[src/hdl/rau_pkg.sv]
`timescale 1ns / 1ps
// rau_pkg: shared widths, mode codes and state types for the rational arithmetic unit.
// No dependencies; used by every module of the block.

package rau_pkg;

  localparam int OPERAND_WIDTH_DEF = 16;
  localparam int MODE_W            = 3;
  localparam int RES_NUM_W         = 32;
  localparam int RES_DEN_W         = 31;

  typedef enum logic [MODE_W-1:0] {
    MODE_ADD = 3'd0,
    MODE_SUB = 3'd1,
    MODE_MUL = 3'd2,
    MODE_DIV = 3'd3,
    MODE_CMP = 3'd4
  } mode_t;

  // Top-level sequencer
  typedef enum logic [2:0] {
    S_IDLE,
    S_MUL,
    S_COMB,
    S_PREP,
    S_RED,
    S_HOLD
  } top_state_t;

  // Reduction unit: gcd then two divisions
  typedef enum logic [1:0] {
    R_IDLE,
    R_GCD,
    R_DIVA,
    R_DIVD
  } red_state_t;

endpackage

[src/hdl/rau_reduce.sv]
`timescale 1ns / 1ps
// rau_reduce: reduces mag/den to lowest terms with one shared subtractor.
// Binary gcd, then two restoring divisions by the odd gcd part; uses rau_pkg.

module rau_reduce #(
  parameter int N = 2 * rau_pkg::OPERAND_WIDTH_DEF
) (
  input  logic         clk,
  input  logic         rst,
  input  logic         start,
  input  logic [N-1:0] mag,
  input  logic [N-1:0] den,
  output logic         done,
  output logic [N-1:0] q_mag,
  output logic [N-1:0] q_den
);
  import rau_pkg::*;

  localparam int CW = $clog2(N);

  red_state_t    state, state_next;
  logic [N-1:0]  u, v, qa, qd, g, r, x;
  logic [CW-1:0] cnt;
  logic [N:0]    op_a, op_b, diff;
  logic          borrow, qbit, last, gcd_hit;

  // Shared subtractor: u - v during gcd, partial remainder - g during division
  always_comb begin
    if (state == R_GCD) begin
      op_a = {1'b0, u};
      op_b = {1'b0, v};
    end else begin
      op_a = {r, x[N-1]};
      op_b = {1'b0, g};
    end
  end

  assign diff    = op_a - op_b;
  assign borrow  = diff[N];
  assign qbit    = ~borrow;
  assign last    = (cnt == CW'(N - 1));
  assign gcd_hit = u[0] && v[0] && (diff == '0);

  always_ff @(posedge clk) begin
    if (rst) begin
      state <= R_IDLE;
      done  <= 1'b0;
    end else begin
      state <= state_next;
      done  <= (state == R_DIVD) && last;
    end
  end

  always_comb begin
    state_next = state;
    case (state)
      R_IDLE: if (start) state_next = R_GCD;
      R_GCD:  if (gcd_hit) state_next = R_DIVA;
      R_DIVA: if (last) state_next = R_DIVD;
      R_DIVD: if (last) state_next = R_IDLE;
      default: state_next = R_IDLE;
    endcase
  end

  always_ff @(posedge clk) begin
    case (state)
      R_IDLE: begin
        if (start) begin
          u  <= mag;
          v  <= den;
          qa <= mag;
          qd <= den;
        end
      end
      R_GCD: begin
        if (!u[0] && !v[0]) begin
          // common factor of two: strip it from the dividends too
          u  <= u >> 1;
          v  <= v >> 1;
          qa <= qa >> 1;
          qd <= qd >> 1;
        end else if (!u[0]) begin
          u <= u >> 1;
        end else if (!v[0]) begin
          v <= v >> 1;
        end else if (gcd_hit) begin
          g   <= u;
          r   <= '0;
          x   <= qa;
          cnt <= '0;
        end else if (borrow) begin
          u <= v;
          v <= u;
        end else begin
          u <= diff[N-1:0];
        end
      end
      R_DIVA, R_DIVD: begin
        if (last && state == R_DIVA) begin
          // first quotient done: load the denominator for the second pass
          q_mag <= {x[N-2:0], qbit};
          r     <= '0;
          x     <= qd;
          cnt   <= '0;
        end else begin
          r   <= borrow ? op_a[N-1:0] : diff[N-1:0];
          x   <= {x[N-2:0], qbit};
          cnt <= cnt + CW'(1);
          if (last) begin
            q_den <= {x[N-2:0], qbit};
          end
        end
      end
      default: ;
    endcase
  end

endmodule

[src/hdl/rational_arith_unit_top.sv]
`timescale 1ns / 1ps
// rational_arith_unit_top: add, subtract, multiply, divide or compare two fractions.
// Depends on rau_pkg and rau_reduce.
//
//   channel | handshake          | payload
//   --------+--------------------+------------------------------------------
//   in      | in_valid/in_stall  | mode, a_num, a_den, b_num, b_den
//   out     | out_valid/out_stall| res_num, res_den, less, equal, div_zero
//
// One request at a time. A request has its four products formed in the shared multiplier
// (one product per cycle), then combined and taken to a magnitude, then goes to the
// reduction unit: a binary gcd of the two operands, then two divisions with N-bit
// quotients, N = 2*OPERAND_WIDTH; the hold state then hands the result off. Compare,
// divide by zero, unused modes and zero results skip reduction. Reset is synchronous
// and clears the sequencer and out_valid. A finished result waits in the output
// register under out_stall while the next request is taken.

module rational_arith_unit_top #(
  parameter int OPERAND_WIDTH = rau_pkg::OPERAND_WIDTH_DEF
) (
  input  logic                                clk,
  input  logic                                rst,
  input  logic                                in_valid,
  output logic                                in_stall,
  input  logic [rau_pkg::MODE_W-1:0]          mode,
  input  logic signed [OPERAND_WIDTH-1:0]     a_num,
  input  logic signed [OPERAND_WIDTH-1:0]     a_den,
  input  logic signed [OPERAND_WIDTH-1:0]     b_num,
  input  logic signed [OPERAND_WIDTH-1:0]     b_den,
  output logic                                out_valid,
  input  logic                                out_stall,
  output logic signed [rau_pkg::RES_NUM_W-1:0] res_num,
  output logic [rau_pkg::RES_DEN_W-1:0]       res_den,
  output logic                                less,
  output logic                                equal,
  output logic                                div_zero
);
  import rau_pkg::*;

  localparam int W    = OPERAND_WIDTH;
  localparam int N    = 2 * W;
  localparam int NUMW = N + 1;
  localparam int RNW  = (NUMW > RES_NUM_W) ? NUMW : RES_NUM_W;
  localparam int RDW  = (N > RES_DEN_W) ? N : RES_DEN_W;

  top_state_t state, state_next;

  // Latched request, denominators already repaired
  mode_t               mode_q;
  logic signed [W-1:0] an, ad, bn, bd;

  // Shared multiplier and its product registers
  logic [1:0]          mcnt;
  logic signed [W-1:0] mul_x, mul_y;
  logic signed [N-1:0] mul_p;
  logic signed [N-1:0] p_prod, q_prod, r_prod, s_prod;

  // Unreduced result
  logic signed [NUMW-1:0] num;
  logic [N-1:0]           den;
  logic                   neg;
  logic [N-1:0]           mag_c;

  // Reduction unit hookup
  logic                   red_start, red_done;
  logic [N-1:0]           red_mag, red_den;
  logic signed [NUMW-1:0] red_mag_s, red_num;
  logic signed [RNW-1:0]  red_num_w;
  logic [RDW-1:0]         red_den_w;

  // Finished result, waiting for the output register
  logic signed [RES_NUM_W-1:0] rnum;
  logic [RES_DEN_W-1:0]        rden;
  logic                        rless, requal, rdz;
  logic                        out_free;

  assign out_free = !out_valid || !out_stall;

  // Sequencer
  always_ff @(posedge clk) begin
    if (rst) begin
      state <= S_IDLE;
    end else begin
      state <= state_next;
    end
  end

  always_comb begin
    state_next = state;
    in_stall   = (state != S_IDLE);
    red_start  = 1'b0;
    case (state)
      S_IDLE: if (in_valid) state_next = S_MUL;
      S_MUL:  if (mcnt == 2'd3) state_next = S_COMB;
      S_COMB: begin
        case (mode_q)
          MODE_ADD, MODE_SUB, MODE_MUL: state_next = S_PREP;
          MODE_DIV: state_next = (bn == '0) ? S_HOLD : S_PREP;
          default:  state_next = S_HOLD;
        endcase
      end
      S_PREP: begin
        if (mag_c == '0) begin
          state_next = S_HOLD;
        end else begin
          red_start  = 1'b1;
          state_next = S_RED;
        end
      end
      S_RED:  if (red_done) state_next = S_HOLD;
      S_HOLD: if (out_free) state_next = S_IDLE;
      default: state_next = S_IDLE;
    endcase
  end

  // Multiplier operand select: P = an*bd, Q = bn*ad, R = ad*bd, S = an*bn
  always_comb begin
    case (mcnt)
      2'd0:    begin mul_x = an; mul_y = bd; end
      2'd1:    begin mul_x = bn; mul_y = ad; end
      2'd2:    begin mul_x = ad; mul_y = bd; end
      default: begin mul_x = an; mul_y = bn; end
    endcase
  end

  assign mul_p = mul_x * mul_y;

  assign mag_c = num[NUMW-1] ? N'(-num) : N'(num);

  // Sign goes back on after reduction; keep the low result bits
  assign red_mag_s = {1'b0, red_mag};
  assign red_num   = neg ? -red_mag_s : red_mag_s;
  assign red_num_w = RNW'(red_num);
  assign red_den_w = RDW'(red_den);

  // Datapath
  always_ff @(posedge clk) begin
    case (state)
      S_IDLE: begin
        if (in_valid) begin
          mode_q <= mode_t'(mode);
          an     <= a_num;
          bn     <= b_num;
          ad     <= (a_den[W-1] || a_den == '0) ? W'(1) : a_den;
          bd     <= (b_den[W-1] || b_den == '0) ? W'(1) : b_den;
          mcnt   <= '0;
        end
      end
      S_MUL: begin
        case (mcnt)
          2'd0:    p_prod <= mul_p;
          2'd1:    q_prod <= mul_p;
          2'd2:    r_prod <= mul_p;
          default: s_prod <= mul_p;
        endcase
        mcnt <= mcnt + 2'd1;
      end
      S_COMB: begin
        // default result 0/1 with flags low
        rnum   <= '0;
        rden   <= RES_DEN_W'(1);
        rless  <= 1'b0;
        requal <= 1'b0;
        rdz    <= 1'b0;
        case (mode_q)
          MODE_ADD: begin
            num <= NUMW'(p_prod) + NUMW'(q_prod);
            den <= N'(r_prod);
          end
          MODE_SUB: begin
            num <= NUMW'(p_prod) - NUMW'(q_prod);
            den <= N'(r_prod);
          end
          MODE_MUL: begin
            num <= NUMW'(s_prod);
            den <= N'(r_prod);
          end
          MODE_DIV: begin
            // negative divisor: move its sign into the numerator
            rdz <= (bn == '0);
            num <= bn[W-1] ? -NUMW'(p_prod) : NUMW'(p_prod);
            den <= bn[W-1] ? N'(-q_prod) : N'(q_prod);
          end
          MODE_CMP: begin
            rless  <= (p_prod < q_prod);
            requal <= (p_prod == q_prod);
          end
          default: ;
        endcase
      end
      S_PREP: begin
        neg <= num[NUMW-1];
      end
      S_RED: begin
        if (red_done) begin
          rnum <= red_num_w[RES_NUM_W-1:0];
          rden <= red_den_w[RES_DEN_W-1:0];
        end
      end
      default: ;
    endcase
  end

  rau_reduce #(
    .N(N)
  ) u_reduce (
    .clk   (clk),
    .rst   (rst),
    .start (red_start),
    .mag   (mag_c),
    .den   (den),
    .done  (red_done),
    .q_mag (red_mag),
    .q_den (red_den)
  );

  // Output register: hold under stall, load when free
  always_ff @(posedge clk) begin
    if (rst) begin
      out_valid <= 1'b0;
    end else if (state == S_HOLD && out_free) begin
      out_valid <= 1'b1;
    end else if (!out_stall) begin
      out_valid <= 1'b0;
    end
  end

  always_ff @(posedge clk) begin
    if (state == S_HOLD && out_free) begin
      res_num  <= rnum;
      res_den  <= rden;
      less     <= rless;
      equal    <= requal;
      div_zero <= rdz;
    end
  end

endmodule

[config.mk]
export PLATFORM = sky130hd
export DESIGN_NAME = rational_arith_unit_top
export DESIGN_NICKNAME = d
export VERILOG_FILES = /design/src/hdl/rau_pkg.sv /design/src/hdl/rau_reduce.sv /design/src/hdl/rational_arith_unit_top.sv
export SDC_FILE = /design/constraint.sdc
export NUM_CORES = 2
export LEC_CHECK = 0
export CAP_MARGIN = 20
export CORE_MARGIN = 5
export CORE_UTILIZATION = 46
export CTS_CLUSTER_DIAMETER = 150
export CTS_CLUSTER_SIZE = 24
export DETAILED_ROUTE_END_ITERATION = 10
export DONT_BUFFER_PORTS = 1
export GPL_TIMING_DRIVEN = 1
export SLEW_MARGIN = 10
export SYNTH_ARGS = -nofsm -noshare
export SYNTH_HDL_FRONTEND = slang
export SYNTH_SLANG_ARGS = --single-unit
[constraint.sdc]
create_clock -name clk -period 9.26 [get_ports clk]
set_clock_uncertainty 0.15 [all_clocks]
set_input_delay 1.852 -clock clk [delete_from_list [all_inputs] [get_ports clk]]
set_output_delay 1.852 -clock clk [all_outputs]
set_load 0.01 [all_outputs]
# Word level (Yosys, flattened, before mapping)
# Cells that the tools add are included.
[word_totals]
inputBits = 71
output_inout_bits = 68
register_bits = 693
romBits = 0
latch_bits = 0
ram_bits = 0
mem_count = 0
[op_classes]
n_mul = 1
n_reduce_logical = 53
magnitude_cmp = 1
n_addsub = 9
n_mux = 70
div = 0
bitwise = 4
shifts = 0
eq_ne = 35
[ops]
columns = ["op", "n"]
rows = [
  ["$mux 32", 30],
  ["$pmux 32 s2", 8],
  ["$pmux 33 s4", 1],
  ["$neg 32->32", 3],
  ["$mux 33", 2],
  ["$pmux 16 s2", 2],
  ["$pmux 31 s2", 1],
  ["$logic_not 16->1", 3],
  ["$add 32x32->33", 1],
  ["$logic_not 33->1", 1],
  ["$neg 32->33", 1],
  ["$sub 32x32->33", 1],
  ["$sub 33x32->33", 1],
  ["$eq 32x32->1", 1],
  ["$logic_not 32->1", 1],
  ["$lt 32x32->1", 1],
  ["$mul 16x16->32", 1],
  ["$mux 31", 1],
  ["$mux 5", 5],
  ["$reduce_and 2->1", 11],
  ["$pmux 3 s6", 1],
  ["$ne 4x4->1 const B", 4],
  ["$mux 3", 5],
  ["$reduce_and 5->1", 3],
  ["other kinds (30)", 84],
]

# Logic depth before layout (Yosys ltp)
[logic_depth]
word_depth = 10
depth_mapped = 34

# Cells and area by module
# A second synthesis with hierarchy kept.
[hier_totals]
cells_unflattened = 4239
area_unflattened_um2 = 45805.2
[modules_own_cells]
columns = ["module", "cells_per_inst", "seq_area_each_um2", "instances", "area_each_um2"]
rows = [
  ["rational_arith_unit_top", 2941, 11941.5, 1, 30546.8],
  ["rau_reduce", 1298, 8828.5, 1, 15258.4],
]

# Least setup slack after synthesis
# OpenSTA, ideal clock, no wires.
[synth_path]
kind = "register to register"
startpoint = "register u_reduce.state[1]"
endpoint = "register u_reduce.cnt[0], enable pin"
setup_slack_ns = 0.520
arrival_time_ns = 8.071
setup_ns = 0.519
stages_incl_launch_ff = 20
required_time_ns = 8.591
path_cell_list = "dfxtp_1 inv_1 ha_1 clkbuf_1 buf_1 clkbuf_1 buf_1 mux2i_1 ha_1 clkbuf_1 a21oi_1 o21ai_0 a221o_1 a21boi_0 and2_1 o21ai_0 xnor2_1 nand4b_1 or4_1 a21oi_1"
[synth_between]
elab_chain_len = 7
elab_cells_between_ends = 15
classes_between = "add/sub: 1; eq/ne: 7; mux: 2; reduce/logical: 5"
[synth_lines]
columns = ["element", "line", "text"]
rows = [
  ["from (decl)", "rau_reduce.sv:21", "red_state_t state, state_next;"],
  ["from (signal assigned)", "rau_reduce.sv:49", "state <= state_next;"],
  ["$eq 2x1->1", "rau_reduce.sv:29, rau_reduce.sv:66", ""],
  ["$mux 33 or $mux 32 (tied branches)", "rau_reduce.sv:29", "if (state == R_GCD) begin"],
  ["$sub 33x32->33", "rau_reduce.sv:38", "assign diff = op_a - op_b;"],
  ["$logic_not 33->1", "rau_reduce.sv:42", "assign gcd_hit = u[0] && v[0] && (diff == '0);"],
  ["$logic_and 1x1->1", "rau_reduce.sv:42", ""],
  ["$ne 2x1->1 (no source line)", "n/a", ""],
  ["$reduce_and 5->1 (no source line) (*)", "n/a", ""],
  ["to (signal assigned)", "rau_reduce.sv:108", "cnt <= cnt + CW'(1);"],
  ["to (decl)", "rau_reduce.sv:23", "logic [CW-1:0] cnt;"],
]
# Mark *: on every way between the ends. The rest lies on a longest branch, timed or not.
# A chain may end at the register's enable or synchronous reset.

# Final worst setup path
[layout_path]
startpoint = "register mcnt[0]"
endpoint = "register p_prod[30], data pin"
[layout_between]
elab_chain_len = 4
elab_cells_between_ends = 7
classes_between = "mul: 1; eq/ne: 2; mux: 2; reduce/logical: 2"
[layout_lines]
columns = ["element", "line", "text"]
rows = [
  ["from (decl)", "rational_arith_unit_top.sv:53", "logic [1:0] mcnt;"],
  ["from (signal assigned)", "rational_arith_unit_top.sv:156", "mcnt <= mcnt + 2'd1;"],
  ["$eq 2x2->1 or $logic_not 2->1 (tied branches)", "rational_arith_unit_top.sv:118", "case (mcnt)"],
  ["$reduce_or 2->1 (no source line)", "n/a", ""],
  ["$pmux 16 s2", "rational_arith_unit_top.sv:118", ""],
  ["$mul 16x16->32 (*)", "rational_arith_unit_top.sv:126", "assign mul_p = mul_x * mul_y;"],
  ["named net mul_p[30]", "rational_arith_unit_top.sv:55", "logic signed [N-1:0] mul_p;"],
  ["to (signal assigned)", "rational_arith_unit_top.sv:151", "2'd0: p_prod <= mul_p;"],
  ["to (decl)", "rational_arith_unit_top.sv:56", "logic signed [N-1:0] p_prod, q_prod, r_prod, s_prod;"],
]
# Mark *: on every way through the listed nets, which the timed path passes. The rest lies on a longest branch.

==> flow_summary_export.csv <==
group,metric,value,unit
sta,fmax,117.3,MHz
clock_network,cts_hold_buf,0,
clock_network,cts_resized,0,
sta,rsz0062_at_grt,"false",
yosys,synth-edff-count,686,
placed_design,gp_congestion,0.9221,
detailed_routing,drc,0,
floorplanning,row_count,115,
setup_path,cp-start-kind,"flip-flop",
global_routing,grt_remaining_overflow,0,
finish,design_area,0.04802,sq mm
floorplanning,start_util,0.4623,
sta,fin_hold_ws,0.2668,ns
floorplanning,design.core.area,0.09828,sq mm
yosys,synthFlopType,"edfxtp_1",
global_routing,grt_antenna_before_repair,1,
global_routing,grt_start_max_net_pins,75,
clock_network,clk_path_buf_depth,3,
yosys,ys_types,85,
setup_path,crit_path_end_kind,"flip-flop",
yosys,synth_seq_cells,693,
yosys,async_reset_ff_frac,0,
setup_path,critPathKind,"flip-flop to flip-flop",
sta,post-route-period-util,0.9205,
clock_network,insertion_delay,0.62,ns
worst_hold_path,hold_class,"flip-flop to flip-flop",
finish,layout_common_cells,"edfxtp_1, nor2_1, inv_1",
floorplanning,die_w,324.3,um
finish,diodes,0,
yosys,syn_area,0.04543,sq mm
setup_path,reg2regPathDepth,27,
setup_path,cpPeakStageDelay,0.60,ns
placed_design,dp_slack,0.6646,ns
detailed_routing,final_antenna_net_count,0,
sta,hold_violations,0,
finish,drive_gt1_frac,0.05417,
clock_network,numCtsBuffers,35,
detailed_routing,via_per_inst,5.875,
floorplanning,ios,139,
global_routing,grt_pass1_wl,193100,um
global_routing,grt_use_total,0.2378,
finish,mostFrequentLayoutCell,"edfxtp_1",
sta,slew_viol_final,0,
setup_path,crit_path_frequent_cell,"fa_1",
clock_network,cts.sinks,693,
clock_network,postCtsSetupBuffers,0,
finish,largest_reg_flops,33,
setup_path,critPathMaxFanout,18,
detailed_routing,initialDrtViolationCount,2808,
floorplanning,die_area,0.1052,sq mm
setup_path,worstPathArrival,8.76,ns
sta,setup_violations,0,
placed_design,dp_hpwl,97800,um
floorplanning,die_y,324.3,um
sta,worst_pin_slew,0.9914,ns
detailed_routing,dr_total_vias,32070,
finish,areaGrowthSynthToFinish,5.703,%
clock_network,path_clk_slew,0.10,ns
setup_path,slowest_stage,"o41ai_1",
placed_design,placed_area,0.04695,sq mm
clock_network,clk_root_buffer_cell,"clkbuf_16",
placed_design,portBuffers,0,
clock_network,cts_tree,"built",
detailed_routing,dr.pass1.iters,6,
flow_run,drv_cap,0,
sta,slew-limit-headroom,0.3201,
global_routing,grt_pass1_vias,31472,
worst_hold_path,holdPathStages,0,
finish,fin_nets,4686,
sta,period_needed,8.524,ns
detailed_routing,wl_per_cell,22.97,um
status,status,"finished clean",
sta,setup_tns,0,ns
finish,top_register,"num",
clock_network,cts-htree-levels,2,
yosys,syn_inst,4236,
yosys,seq_area_frac_synth,0.4565,
setup_path,cp.required,9.50,ns
detailed_routing,routed_wl,125400,um
yosys,ys_warn_count,0,
yosys,syn_avg_cell_area,10.73,sq um
sta,fin_ws,0.7358,ns
[worst max-delay path, delay by kind of cell (launching register included)]
kind                       cells  cell delay [ns]
adders and majority gates      8             3.51
xor gates and xnor gates       1             0.21
buffers and inverters          6             0.48
AOI/OAI and AO/OA              9             2.89
and+or+nand+nor                3             0.61
DFF                            1             0.44
[area by class of cell]
type | instances | area [sq um]
Clock inverter | 6 | 112.6
Timing Repair Buffer | 72 | 564.3
Inverter | 421 | 1580
Clock buffer | 48 | 924.6
Multi-Input combinational cell | 2932 | 22490
Tap cell | 1287 | 1610
Sequential cell | 693 | 20740
Fill cell | 8968 | 50250
[per-layer routing]
| layer | vias up | routed length [um] | GRT usage |
|---|---|---|---|
| met5 | - | 0 | 0 |
| met4 | 0 | 3594 | 0.06207 |
| met3 | 152 | 7737 | 0.02887 |
| met2 | 1072 | 61560 | 0.4113 |
| met1 | 16078 | 52480 | 0.3209 |
| li1 | 14768 | - | - |
[logic make-up after synthesis]
logic type / count (synthesis) / share of synthesized area
buffers and inverters: 612 / 0.05089
AO/OA/AOI/OAI: 923 / 0.1327
adder cells (fa/ha/maj): 460 / 0.1705
flip-flops: 693 / 0.4565
multiplexers: 126 / 0.02927
XOR/XNOR: 185 / 0.03566
AND/OR/NAND/NOR: 1236 / 0.1245
other: 1 / 0.00008254
[final timing paths]
kind              startpoint           to  slack (ns)
setup / recovery     mcnt[0]   p_prod[30]        0.74
hold / removal      rnum[20]  res_num[20]        0.27
setup reg to reg     mcnt[0]   p_prod[30]        0.74
hold reg to reg     rnum[20]  res_num[20]        0.27
[stage by stage]
stage | instances | utilization
6_report | 5459 | 0.4887
5_1_grt | 5459 | 0.4887
4_1_cts | 5457 | 0.4882
3_5_place_dp | 5403 | 0.4777
3_3_place_gp | 5402 | 0.4777
2_1_floorplan | 4237 | -
[synth_stat cells, types with 53 or more instances]
master	count	area (sq um)
a21o_1	53	397.9
a21oi_1	254	1271
a22oi_1	85	638.1
and2_1	70	437.9
clkbuf_1	163	611.8
edfxtp_1	686	20600
fa_1	265	5305
ha_1	195	2440
inv_1	419	1573
mux2_2	55	619.3
mux2i_1	71	710.7
nand2_1	381	1430
nor2_1	444	1667
nor3_1	53	265.3
o21ai_0	190	950.9
xnor2_1	115	1007
xor2_1	70	613.1
Power is not shown: default switching activity piles up to over one toggle a cycle in this logic, so the estimate is an artifact.
